<file path="src/dpiq_pkg.sv">
// ----------------------------------------------------------------------------
// dpiq_pkg
// Shared types and constants of the delayed packet impairment queue.
// ----------------------------------------------------------------------------
package dpiq_pkg;

    localparam int MAX_RESULTS = 32;
    localparam int CFG_IDX_W   = 3;
    localparam int CFG_DATA_W  = 20;

    // configuration register indexes
    localparam logic [CFG_IDX_W-1:0] CFG_DROP_EN   = 3'd0;
    localparam logic [CFG_IDX_W-1:0] CFG_LAT_EN    = 3'd1;
    localparam logic [CFG_IDX_W-1:0] CFG_DROP_THR  = 3'd2;
    localparam logic [CFG_IDX_W-1:0] CFG_LATENCY   = 3'd3;
    localparam logic [CFG_IDX_W-1:0] CFG_JITTER    = 3'd4;

    // result kinds
    localparam logic [1:0] KIND_DELIVERED = 2'd0;
    localparam logic [1:0] KIND_QUEUED    = 2'd1;
    localparam logic [1:0] KIND_DROPPED   = 2'd2;
    localparam logic [1:0] KIND_REJECTED  = 2'd3;

    typedef enum logic [3:0] {
        S_IDLE,
        S_DECIDE,
        S_FREE,
        S_WALK,
        S_LINK,
        S_FIX,
        S_TCHK,
        S_TEND
    } t_state;

    typedef struct packed {
        logic load_in;
        logic out_bypass;
        logic out_drop;
        logic out_reject;
        logic start_ins;
        logic free_adv;
        logic walk_adv;
        logic ins_link;
        logic ins_fix;
        logic tick_start;
        logic pop;
        logic flush;
    } t_cmd;

    typedef struct packed {
        logic is_tick;
        logic bypass;
        logic drop;
        logic full;
        logic frozen;
        logic out_vld;
        logic head_none;
        logic walk_stop;
        logic link_none;
        logic due_ok;
        logic hold_vld;
        logic pop_last;
    } t_sts;

    // a is after b in wrap-aware time
    function automatic logic is_after(input logic [31:0] a, input logic [31:0] b);
        logic [31:0] d;
        d = a - b;
        return (d != 32'd0) && !d[31];
    endfunction

endpackage

</file>
<file path="src/dpiq_ctrl.sv">
// ----------------------------------------------------------------------------
// dpiq_ctrl
// Sequencer for arrive and tick items: decides, walks, links, drains.
// ----------------------------------------------------------------------------
module dpiq_ctrl (
    input  logic            i_clk,
    input  logic            i_rst_n,
    input  logic            i_in_valid,
    output logic            o_in_ready,
    input  dpiq_pkg::t_sts  i_sts,
    output dpiq_pkg::t_cmd  o_cmd
);

    dpiq_pkg::t_state r_state;
    dpiq_pkg::t_state n_state;

    always_ff @(posedge i_clk) begin
        if (!i_rst_n) begin
            r_state <= dpiq_pkg::S_IDLE;
        end else begin
            r_state <= n_state;
        end
    end

    // next state
    always_comb begin
        n_state = r_state;
        case (r_state)
            dpiq_pkg::S_IDLE: begin
                if (i_in_valid) n_state = dpiq_pkg::S_DECIDE;
            end
            dpiq_pkg::S_DECIDE: begin
                if (i_sts.is_tick) begin
                    if (i_sts.frozen || i_sts.head_none) n_state = dpiq_pkg::S_IDLE;
                    else n_state = dpiq_pkg::S_TCHK;
                end else if (i_sts.bypass || i_sts.drop || i_sts.full) begin
                    if (!i_sts.out_vld) n_state = dpiq_pkg::S_IDLE;
                end else begin
                    n_state = dpiq_pkg::S_FREE;
                end
            end
            dpiq_pkg::S_FREE: begin
                if (i_sts.head_none) n_state = dpiq_pkg::S_LINK;
                else n_state = dpiq_pkg::S_WALK;
            end
            dpiq_pkg::S_WALK: begin
                if (i_sts.walk_stop || i_sts.link_none) n_state = dpiq_pkg::S_LINK;
            end
            dpiq_pkg::S_LINK: n_state = dpiq_pkg::S_FIX;
            dpiq_pkg::S_FIX: begin
                if (!i_sts.out_vld) n_state = dpiq_pkg::S_IDLE;
            end
            dpiq_pkg::S_TCHK: begin
                if (i_sts.due_ok) begin
                    if (!(i_sts.hold_vld && i_sts.out_vld) && i_sts.pop_last)
                        n_state = dpiq_pkg::S_TEND;
                end else if (!i_sts.hold_vld || !i_sts.out_vld) begin
                    n_state = dpiq_pkg::S_IDLE;
                end
            end
            dpiq_pkg::S_TEND: begin
                if (!i_sts.out_vld) n_state = dpiq_pkg::S_IDLE;
            end
            default: n_state = dpiq_pkg::S_IDLE;
        endcase
    end

    // commands
    always_comb begin
        o_cmd      = '0;
        o_in_ready = 1'b0;
        case (r_state)
            dpiq_pkg::S_IDLE: begin
                o_in_ready    = 1'b1;
                o_cmd.load_in = i_in_valid;
            end
            dpiq_pkg::S_DECIDE: begin
                if (i_sts.is_tick) begin
                    o_cmd.tick_start = !(i_sts.frozen || i_sts.head_none);
                end else if (i_sts.bypass) begin
                    o_cmd.out_bypass = !i_sts.out_vld;
                end else if (i_sts.drop) begin
                    o_cmd.out_drop = !i_sts.out_vld;
                end else if (i_sts.full) begin
                    o_cmd.out_reject = !i_sts.out_vld;
                end else begin
                    o_cmd.start_ins = 1'b1;
                end
            end
            dpiq_pkg::S_FREE:  o_cmd.free_adv = 1'b1;
            dpiq_pkg::S_WALK:  o_cmd.walk_adv = !i_sts.walk_stop;
            dpiq_pkg::S_LINK:  o_cmd.ins_link = 1'b1;
            dpiq_pkg::S_FIX:   o_cmd.ins_fix  = !i_sts.out_vld;
            dpiq_pkg::S_TCHK: begin
                if (i_sts.due_ok) o_cmd.pop = !(i_sts.hold_vld && i_sts.out_vld);
                else o_cmd.flush = i_sts.hold_vld && !i_sts.out_vld;
            end
            dpiq_pkg::S_TEND:  o_cmd.flush = !i_sts.out_vld;
            default: o_cmd = '0;
        endcase
    end

endmodule

</file>
<file path="config.mk">
export PLATFORM = sky130hd
export DESIGN_NAME = dpiq_ctrl
export DESIGN_NICKNAME = d
export VERILOG_FILES = /design/src/dpiq_pkg.sv /design/src/dpiq_ctrl.sv
export SDC_FILE = /design/constraint.sdc
export NUM_CORES = 1
export LEC_CHECK = 0
export BUFFER_PORTS_ARGS = -buffer_cell sky130_fd_sc_hd__buf_2
export CORE_AREA = 2 2 39 41
export CTS_CLUSTER_DIAMETER = 50
export DETAILED_ROUTE_END_ITERATION = 6
export DIE_AREA = 0 0 41 43
export GPL_ROUTABILITY_DRIVEN = 1
export PLACE_DENSITY = 0.68
export SKIP_LAST_GASP = 1
export SLEW_MARGIN = 0
export SYNTH_ARGS = -nofsm -noshare
export SYNTH_HDL_FRONTEND = slang
export SYNTH_SLANG_ARGS = --single-unit
</file>
<file path="constraint.sdc">
create_clock -name i_clk -period 2.9 [get_ports i_clk]
set_clock_uncertainty 0.1 [all_clocks]
set_input_delay 0.145 -clock i_clk [delete_from_list [all_inputs] [get_ports i_clk]]
set_output_delay 0.145 -clock i_clk [all_outputs]
set_load 0.05 [all_outputs]
</file>
# [Word level (Yosys, flattened, before mapping)]
# Index checks and enable logic that the tools add are counted.
[totals] in_bits=15 n_memories=0 mem_bits_ro=0 reg_bits=4 out_inout_bits=13 latchBits=0 ram_bits=0
[op_classes] n_mul=0 bitwise_logic=0 add_sub_neg=0 shifts=0 div=0 n_mux=31 n_reduce_logical=16 n_lt_le_gt_ge=0 eq_ne=11
[op_table] operator="2-to-1 mux 4 bit" n=10
[op_table] operator="case mux 4 bit (7 select lines)" n=1
[op_table] operator="equality test 4 x 3 -> 1 bit (second input constant)" n=4
[op_table] operator="2-to-1 mux 1 bit" n=15
[op_table] operator="2-to-1 mux 3 bit" n=3
[op_table] operator="equality test 4 x 2 -> 1 bit (second input constant)" n=2
[op_table] operator="inequality test 3 bit (second input constant)" n=2
[op_table] operator="logical NOT 1 bit" n=5
[op_table] operator="logical OR 1 bit" n=5
[op_table] operator="equality test 4 x 1 -> 1 bit (second input constant)" n=1
[op_table] operator="logical NOT 4 bit" n=1
[op_table] operator="inequality test 2 bit (second input constant)" n=2
[op_table] operator="AND reduction 4 bit" n=1
[op_table] operator="logical AND 1 bit" n=3
[op_table] operator="2-to-1 mux 2 bit" n=1
[op_table] operator="case mux 1 bit (2 select lines)" n=1
[op_table] operator="OR reduction 2 bit" n=1

# [Logic depth before layout (Yosys ltp)]
# Gate-level depths: netlist (run 1).
[logic_depth] word_depth=6 ltp_mapped=5 depth_no_buf=4

# [Worst setup path after synthesis (run 1)]
# Ideal clock, no wire load.
[synth_path] kind="reg-to-output" start="register r_state[1]" end="output port o_cmd[11] in the netlist's numbering" n_path_buf=1 slack_ns=-0.099 arrival_ns=2.754 path_stages_with_launch=4 required_ns=2.655 cell_sequence="dfxtp_1 > buf_2 > nor4_1 > and2_1"
[synth_lines] element="start, declared" line_no="dpiq_ctrl.sv:14" rtl="dpiq_pkg::t_state r_state;"
[synth_lines] element="start signal, assigned" line_no="dpiq_ctrl.sv:19" rtl="r_state <= dpiq_pkg::S_IDLE;"
[synth_lines] element="start signal, assigned" line_no="dpiq_ctrl.sv:21" rtl="r_state <= n_state;"
[synth_lines] element="end, declared" line_no="dpiq_ctrl.sv:11" rtl="output dpiq_pkg::t_cmd o_cmd"

==> results.py, run 1 <==
metrics = {
    "pwr": {
        "finalPower_mw": 0.176,
        "peakVddDrop_mv": 0.220,
        "seq_power_share_pct": 34.9,
        "clockPowerShare_pct": 41.2,
        "sw_frac_of_total_pct": 31.8,
        "internal_power_mw": 0.120,
        "leakagePower_nw": 0.273,
        "power.switching_mw": 0.0560,
        "power_density_nw_per_um2": 266,
        "p_comb_share_pct": 23.9,
    },
    "synthesis": {
        "yosys_warnings": 0,
        "synthCells": 67,
        "synth.net_count": 82,
        "seq_area_frac_synth_pct": 15.8,
        "ys_types": 36,
        "ys_seq_elements": 4,
        "syn_avg_cell_area_um2": 7.54,
        "syn_area_um2": 505,
    },
    "finish": {
        "reg_top3": "r_state (4)",
        "final_cell_mix": "27 x buf_2, 6 x nand2_1, 5 x nor3_1",
        "diodes": 0,
        "largest_reg_flops": 4,
        "top_register": "r_state",
        "final_net_count": 109,
        "fillerInstances": 145,
        "area.sequential_um2": 80.1,
        "layout_commonest_cell": "buf_2",
        "area_growth_pct": 30.9,
        "multi_input_area_um2": 397,
        "fin_area_um2": 662,
        "drive_gt1_share_pct": 43.5,
        "utilization_pct": 47.8,
        "final_cells": 108,
    },
    "worst_setup_path": {
        "worstSetupPathType": "flip-flop to output pin",
        "crit_chain": "nand2b_2 -> or4_4 -> nor4b_2 -> buf_2",
        "critical_path_arrival_ns": 1.98,
        "end_kind": "output pin",
        "start_kind": "flip-flop",
        "cp_slowest_cell": "dfxtp_1",
        "cp_slowest_stage_delay_ns": 0.57,
        "path_max_fanout": 12,
        "critPathRequiredTime_ns": 2.65,
    },
    "floorplan": {
        "die_area_um2": 1760,
        "die_height_um": 43,
        "core_region_area_um2": 1380,
        "start_util_pct": 36.5,
        "die_x_um": 41,
        "pin_count": 28,
        "fp-row-count": 14,
    },
    "clock_network": {
        "clock_latency_ns": 0.24,
        "clock_path_buffers": 2,
        "cts_setup_buffers": 0,
        "numCtsBuffers": 3,
        "cts_resized": 0,
        "tritoncts": "built",
        "clk_pin_slew_ns": 0.04,
        "cts.htree.levels": 1,
        "cts_hold_buf": 0,
        "ctsRootBufferMaster": "clkbuf_4",
        "cts_sinks": 4,
    },
    "sta": {
        "maxSlewHeadroom_pct": 60.2,
        "timing.final.crit_share_pct": 76.6,
        "period_needed_ns": 2.22,
        "fmax_mhz": 450,
        "worst_slew_pin_slew_ns": 0.596,
        "drv_slew": 0,
        "whs_ns": 0.0640,
        "report.final.hold_viol_count": 0,
        "rsz0062_at_grt": "no",
        "tns_ns": 0,
        "fin_ws_ns": 0.679,
        "setup-violations-final": 0,
    },
    "drt": {
        "vias": 585,
        "ant_nets": 0,
        "viasPerCell": 5.42,
        "drtIter0Drc": 13,
        "drtPass1Iterations": 4,
        "wirelength_mm": 1.29,
        "drcViolationCount": 0,
        "wl_per_cell_um": 12.0,
    },
    "status": {
        "outcome": "complete, no violations",
    },
    "placed_design": {
        "io_buffers": 27,
        "placed_cell_area_um2": 639,
        "dp_hpwl_um": 990,
        "routabilityCongestion": 0.724,
        "place_inst": 105,
        "post-place-ws_ns": 0.925,
    },
    "global_route": {
        "grt_usage_pct": 16.4,
        "grt_max_degree": 17,
        "grt_pass1_wl_mm": 2.04,
        "antenna_found_initial": 0,
        "gr-total-overflow": 0,
        "grt_pass1_vias": 504,
    },
    "job": {
        "maxCapViolations": 0,
    },
    "hold_path": {
        "hold_path_class": "input pin to flip-flop",
    },
}
[cells by family (layout without fill, tap and decap cells)]
family	after synthesis	count (layout)	share of synthesized area (%)
buffers and inverters	7	32	6.93
flip-flops	4	4	15.8
other	1	1	0.742
AND/OR/NAND/NOR	38	38	49.3
AO/OA/AOI/OAI	16	16	25.2
multiplexers	1	1	1.98
[worst max-delay path: cells and delay by family (launching register included)]
family / cells / cell delay [ns]
flops: 1 / 0.57
simple gates: 3 / 0.86
buf+inv: 1 / 0.30
[final timing paths]
check | slack, ns | startpoint | end | depth (start not counted)
worst max register to register | 1.24 | r_state[1]$_SDFFE_PN0P_ | r_state[1]$_SDFFE_PN0P_ | 4
worst min register to register | 0.64 | r_state[1]$_SDFFE_PN0P_ | r_state[1]$_SDFFE_PN0P_ | 2
worst min-delay path | 0.06 | i_rst_n | r_state[0]$_SDFFE_PN0P_ | 3
worst max-delay path | 0.68 | r_state[0]$_SDFFE_PN0P_ | o_cmd[9] | 4
[Yosys cell counts, drive strengths merged]
| cell type | n | area share (%) |
|---|---|---|
| and2 | 3 | 3.7 |
| nand3 | 1 | 0.99 |
| dfxtp | 4 | 16 |
| a21oi | 4 | 4.7 |
| buf | 5 | 5.4 |
| mux2i | 1 | 2.0 |
| or3 | 1 | 1.2 |
| o22ai | 1 | 1.2 |
| nor4 | 6 | 9.9 |
| or4 | 1 | 2.2 |
| a2111o | 1 | 2.2 |
| a2111oi | 1 | 5.4 |
| or3b | 1 | 1.7 |
| conb | 1 | 0.74 |
| nand2b | 4 | 6.9 |
| a211oi | 1 | 1.5 |
| nand2 | 6 | 4.5 |
| nor2 | 4 | 3.5 |
| inv | 2 | 1.5 |
| and3 | 1 | 1.2 |
| a311oi | 1 | 1.7 |
| nand4 | 1 | 1.2 |
| a211o | 1 | 1.7 |
| o21ai | 5 | 4.9 |
| nor3 | 5 | 4.9 |
| o22a | 1 | 1.7 |
| nor4b | 2 | 4.7 |
| nor2b | 2 | 2.5 |
[layout make-up]
cell class | instances | share of cell area [%]
Inverter | 2 | 1.13
Sequential cell | 4 | 12.1
Timing Repair Buffer | 27 | 20.4
Multi-Input combinational cell | 56 | 59.9
Tap cell | 16 | 3.02
Clock buffer | 3 | 3.40
[metal layers]
layer | GRT usage (%) | part of all wire (%) | wire, um
met4 | 6.00 | 1.1 | 14
met5 | 0 | 0 | 0
met1 | 20.6 | 44 | 574
met3 | 3.14 | 6.3 | 81
met2 | 26.3 | 48 | 624
[power groups by stage]
stage	Clock [mW]	Combinational, mW	Sequential (mW)
final	0.0725	0.0421	0.0615
after global routing	0.0790	0.0462	0.0620
after CTS	0.0747	0.0421	0.0615
after detailed placement	0	0.0418	0.0625
after global placement	0	0.0412	0.0624
after floorplan	0	0.0304	0.0583
No activity file was read; power rests on OpenSTA's default activity.
==> run 2: changes to the inputs <==
--- a/config.mk
+++ b/config.mk
@@ -5,13 +5,13 @@
 export SDC_FILE = /design/constraint.sdc
 export NUM_CORES = 1
 export LEC_CHECK = 0
+export ABC_AREA = 1
 export BUFFER_PORTS_ARGS = -buffer_cell sky130_fd_sc_hd__buf_2
-export CORE_AREA = 2 2 39 41
+export CORE_UTILIZATION = 45
 export CTS_CLUSTER_DIAMETER = 50
 export DETAILED_ROUTE_END_ITERATION = 6
-export DIE_AREA = 0 0 41 43
 export GPL_ROUTABILITY_DRIVEN = 1
-export PLACE_DENSITY = 0.68
+export PLACE_DENSITY = 0.75
 export SKIP_LAST_GASP = 1
 export SLEW_MARGIN = 0
 export SYNTH_ARGS = -nofsm -noshare
==> constraint.sdc (replaced) <==
create_clock -name i_clk -period 2.2 [get_ports i_clk]
set_clock_uncertainty 0.1 [all_clocks]
set_input_delay 0.11 -clock i_clk [delete_from_list [all_inputs] [get_ports i_clk]]
set_output_delay 0.11 -clock i_clk [all_outputs]
set_load 0.05 [all_outputs]
==> results.py, run 2 <==
metrics = {
    "synthesis": {
        "synth-main-ff-cell": "dfxtp_1",
        "ys_types": 22,
        "synthArstFlopShare_pct": 0,
        "synth.net_count": 125,
        "synth_common_cells": "28 x nand2_1, 19 x nor2_1, 18 x inv_1, 6 x nand2_2",
        "syn_area_um2": 612,
        "ys_seq_elements": 4,
        "seq_area_frac_synth_pct": 13.1,
        "synth_most_common_cell": "nand2_1",
        "syn_avg_cell_area_um2": 5.56,
        "synth-edff-count": 0,
        "yosys_warnings": 0,
        "synthCells": 110,
        "yosysTopAreaCell": "nand2_1",
        "yosys-top-cells-area": "nand2_1 17%, dfxtp_1 13%, nor2_1 12%",
        "synth_top_area_share_pct": 17.2,
    },
    "sta": {
        "report.final.hold_viol_count": 0,
        "fin_ws_ns": 0.379,
        "period_needed_ns": 1.82,
        "timing.final.crit_share_pct": 82.8,
        "whs_ns": 0.0206,
        "setup-violations-final": 0,
        "drv_slew": 0,
        "fmax_mhz": 549,
        "rsz0062_at_grt": "no",
        "tns_ns": 0,
    },
    "finish": {
        "fillerInstances": 132,
        "utilization_pct": 66.0,
        "drive_gt1_share_pct": 42.0,
        "final_net_count": 155,
        "reg_top3": "r_state (4)",
        "diodes": 0,
        "layout_commonest_cell": "nand2_1",
        "top_register": "r_state",
        "final_cell_mix": "28 x nand2_1, 27 x buf_2, 19 x nor2_1",
        "largest_reg_flops": 4,
        "area_growth_pct": 28.0,
    },
    "clock_network": {
        "tritoncts": "built",
        "clock_path_buffers": 2,
        "ctsRootBufferMaster": "clkbuf_4",
        "clock_latency_ns": 0.24,
        "cts_resized": 0,
        "clk_pin_slew_ns": 0.04,
        "cts_setup_buffers": 0,
        "numCtsBuffers": 3,
        "cts_hold_buf": 0,
        "cts_sinks": 4,
        "cts.htree.levels": 1,
    },
    "placed_design": {
        "post-place-ws_ns": 0.617,
        "dp_hpwl_mm": 1.15,
        "io_buffers": 27,
        "routabilityCongestion": 0.858,
    },
    "global_route": {
        "gr-total-overflow": 0,
        "grt_usage_pct": 20.9,
        "grt_max_degree": 10,
        "antenna_found_initial": 0,
        "grt_pass1_vias": 577,
        "grt_pass1_wl_mm": 2.21,
    },
    "pwr": {
        "peakVddDrop_mv": 0.436,
        "finalPower_mw": 0.255,
        "leakagePower_nw": 0.470,
        "power_density_nw_per_um2": 325,
    },
    "hold_path": {
        "min-delay-start": "i_rst_n",
        "hold_path_class": "input pin to flip-flop",
        "min_path_cells": 3,
        "hold_end": "r_state[2]$_SDFFE_PN0P_",
    },
    "floorplan": {
        "die_x_um": 38.9,
        "start_util_pct": 51.6,
        "pin_count": 28,
        "die_height_um": 38.9,
        "fp-row-count": 12,
        "die_area_um2": 1510,
        "core_region_area_um2": 1190,
    },
    "drt": {
        "drtPass1Iterations": 4,
        "route.met3.wl_um": 48,
        "viasPerCell": 4.53,
        "top_layer": "met4",
        "wl_per_cell_um": 8.93,
        "drcViolationCount": 0,
        "drtIter0Drc": 8,
        "vias": 688,
        "met1_length_um": 668,
        "ant_nets": 0,
        "wl_met2_um": 619,
        "wirelength_mm": 1.36,
    },
    "worst_setup_path": {
        "r2r_slack_ns": 0.66,
        "end_kind": "output pin",
        "start_kind": "flip-flop",
        "r2r-end": "r_state[1]$_SDFFE_PN0P_",
        "path_max_fanout": 9,
        "critPathRequiredTime_ns": 1.99,
        "worstSetupPathType": "flip-flop to output pin",
        "worstReg2RegStart": "r_state[1]$_SDFFE_PN0P_",
        "worst-r2r-cell-count": 8,
        "critical_path_arrival_ns": 1.61,
    },
    "status": {
        "outcome": "complete, no violations",
    },
    "job": {
        "maxCapViolations": 0,
    },
}
==> run 2: how the worst max path moves through the flow <==
stage	to	slack, ns	startpoint
floorplan	o_cmd[7]	0.25	r_state[0]$_SDFFE_PN0P_
detailed placement	o_cmd[1]	0.62	r_state[1]$_SDFFE_PN0P_
global route	o_cmd[1]	0.25	r_state[1]$_SDFFE_PN0P_
global placement	o_cmd[1]	0.68	r_state[1]$_SDFFE_PN0P_
CTS	o_cmd[1]	0.36	r_state[1]$_SDFFE_PN0P_
finish	o_cmd[1]	0.38	r_state[1]$_SDFFE_PN0P_
==> run 2: cell families (layout without fill, tap and decap cells) <==
| kind of cell | after synthesis | count (layout) | share of synthesized area [%] |
|---|---|---|---|
| DFF | 4 | 4 | 13.1 |
| and+or+nand+nor | 76 | 76 | 64.6 |
| buffers and inverters | 25 | 53 | 17.2 |
| other | 1 | 1 | 0.613 |
| AOI/OAI and AO/OA | 4 | 4 | 4.50 |
==> run 2: worst max-delay path, cell delays in order, from the launching register on <==
cell	delay, ns
dfxtp_1	0.58
inv_4	0.06
nor2_2	0.21
nand3_2	0.16
nor2_1	0.10
buf_2	0.26
==> run 2: cell type report <==
class / count / area, um2 / area share [%]
clock buffer: 3 / 22.5 / 2.88
inverter: 23 / 88.8 / 11.3
multi-input combinational: 81 / 439 / 56.1
sequential: 4 / 80.1 / 10.2
tap: 14 / 17.5 / 2.24
timing repair buffer: 27 / 135 / 17.3
==> run 2: stage by stage <==
step                      instance area [um2]  cells
after global routing                      783    152
final                                     783    152
after global placement                    761    149
after detailed placement                  761    149
after CTS                                 783    152
after floorplan                           624    110
==> run 2: metal layers <==
metal	track usage, %	up-vias
met4	7.76	0
met3	0	2
met1	27.0	284
li1	-	384
met5	0	-
met2	36.7	18
==> run 2: where the power goes <==
part           internal [mW]  switching, mW
Sequential            0.0758        0.00558
Clock                 0.0610         0.0309
Combinational         0.0268         0.0548
==> run 3: changes to the inputs <==
==> constraint.sdc (replaced) <==
create_clock -name i_clk -period 1.7 [get_ports i_clk]
set_clock_uncertainty 0.1 [all_clocks]
set_input_delay 0.085 -clock i_clk [delete_from_list [all_inputs] [get_ports i_clk]]
set_output_delay 0.085 -clock i_clk [all_outputs]
set_load 0.05 [all_outputs]
==> results.py, run 3 (synthesis results as in run 2) <==
metrics = {
    "finish": {
        "final_cell_mix": "28 x nand2_1, 24 x buf_2, 19 x nor2_1",
        "fin_area_um2": 826,
        "largest_reg_flops": 4,
        "top_register": "r_state",
        "layout_commonest_cell": "nand2_1",
        "reg_top3": "r_state (4)",
        "utilization_pct": 69.6,
        "diodes": 0,
        "final_cells": 154,
        "area_growth_pct": 35.0,
        "final_net_count": 157,
        "drive_gt1_share_pct": 45.0,
    },
    "worst_setup_path": {
        "critPathRequiredTime_ns": 1.51,
        "start_kind": "flip-flop",
        "path_max_fanout": 4,
        "critical_path_arrival_ns": 1.45,
        "end_kind": "output pin",
        "crit_end": "o_cmd[9]",
        "r2r_slack_ns": 0.28,
        "worst-r2r-cell-count": 9,
        "crit_start": "r_state[2]$_SDFFE_PN0P_",
        "r2r-end": "r_state[1]$_SDFFE_PN0P_",
        "worstReg2RegStart": "r_state[2]$_SDFFE_PN0P_",
        "worstSetupPathType": "flip-flop to output pin",
    },
    "placed_design": {
        "routabilityCongestion": 0.803,
        "post-place-ws_ns": 0.159,
        "place_inst": 149,
        "io_buffers": 27,
        "placed_cell_area_um2": 774,
        "dp_hpwl_mm": 1.20,
    },
    "pwr": {
        "finalPower_mw": 0.330,
        "clockPowerShare_pct": 34.1,
        "power_density_nw_per_um2": 400,
        "internal_power_mw": 0.215,
        "p_comb_share_pct": 33.8,
        "leakagePower_nw": 0.482,
        "power.switching_mw": 0.115,
        "peakVddDrop_mv": 0.391,
        "seq_power_share_pct": 32.1,
        "sw_frac_of_total_pct": 34.9,
    },
    "global_route": {
        "antenna_found_initial": 0,
        "gr-total-overflow": 0,
        "grt_pass1_wl_mm": 2.18,
        "grt_pass1_vias": 592,
        "grt_max_degree": 10,
        "grt_usage_pct": 20.4,
    },
    "sta": {
        "period_needed_ns": 1.64,
        "report.final.hold_viol_count": 0,
        "fmax_mhz": 611,
        "tns_ns": 0,
        "whs_ns": 0.0213,
        "rsz0062_at_grt": "yes",
        "setup-violations-final": 0,
        "timing.final.crit_share_pct": 96.2,
        "drv_slew": 0,
        "fin_ws_ns": 0.0640,
    },
    "clock_network": {
        "clock_latency_ns": 0.23,
        "clk_pin_slew_ns": 0.04,
        "tritoncts": "built",
        "clock_path_buffers": 2,
        "cts_sinks": 4,
        "numCtsBuffers": 3,
        "cts.htree.levels": 1,
        "ctsRootBufferMaster": "clkbuf_4",
    },
    "floorplan": {
        "core_region_area_um2": 1190,
        "fp-row-count": 12,
        "pin_count": 28,
        "die_height_um": 38.9,
        "die_x_um": 38.9,
        "start_util_pct": 51.6,
        "die_area_um2": 1510,
    },
    "drt": {
        "wl_per_cell_um": 9.27,
        "viasPerCell": 4.69,
        "drtPass1Iterations": 4,
        "wirelength_mm": 1.43,
        "drtIter0Drc": 18,
        "vias": 722,
        "drcViolationCount": 0,
        "ant_nets": 0,
    },
    "hold_path": {
        "min_path_cells": 3,
        "hold_path_class": "input pin to flip-flop",
    },
    "job": {
        "maxCapViolations": 0,
    },
    "status": {
        "outcome": "complete, no violations",
    },
}
==> run 3: changes by cell type in the layout (fill, tap and decap cells not counted), moves of 2 or more <==
cell and delta:
dfxtp_1 -2, buf_4 +2, buf_2 -3, clkbuf_4 +2, dfxtp_2 +2
==> run 3: worst max-delay path: stages, from the launching register on <==
cell and delay [ns]:
dfxtp_1 0.36, nor2_4 0.23, nand2_4 0.10, inv_2 0.06, nand2_1 0.10, nor2_1 0.10, buf_2 0.26
==> run 3: per-layer routing <==
layer	track usage (%)	vias up	part of all wire, %
met4	5.17	0	0
met5	0	-	0
met3	1.73	0	4.9
met2	39.2	25	53
met1	23.4	305	42
li1	-	392	-
==> run 3: how the worst min path moves through the flow <==
stage,start,to
2_1_floorplan,i_sts[9],o_cmd[8]
3_3_place_gp,i_rst_n,r_state[2]$_SDFFE_PN0P_
3_5_place_dp,i_rst_n,r_state[2]$_SDFFE_PN0P_
4_1_cts,i_rst_n,r_state[2]$_SDFFE_PN0P_
5_1_grt,i_rst_n,r_state[2]$_SDFFE_PN0P_
6_report,i_rst_n,r_state[2]$_SDFFE_PN0P_
==> run 3: timing repair <==
item,CTS,global route
setup buffers,0,2
pin swaps,0,1
hold endpoints to repair,0,0
hold buffers,0,0
gates resized for setup,3,3
endpoints found under the setup margin,5,4
==> run 3: cell type report <==
type | count | area, um2
clock buffers | 3 | 22.5
flip-flops and latches | 4 | 82.6
multi-input cells | 81 | 453
fillers | 114 | 360
well taps | 14 | 17.5
inverters | 23 | 88.8
repair buffers | 29 | 161
==> run 3: power groups by stage <==
stage | Combinational (mW) | Sequential [mW] | Clock [mW]
6_report | 0.112 | 0.106 | 0.113
5_1_grt | 0.123 | 0.107 | 0.122
4_1_cts | 0.109 | 0.106 | 0.117
3_5_place_dp | 0.108 | 0.107 | 0
3_3_place_gp | 0.106 | 0.107 | 0
2_1_floorplan | 0.0768 | 0.105 | 0
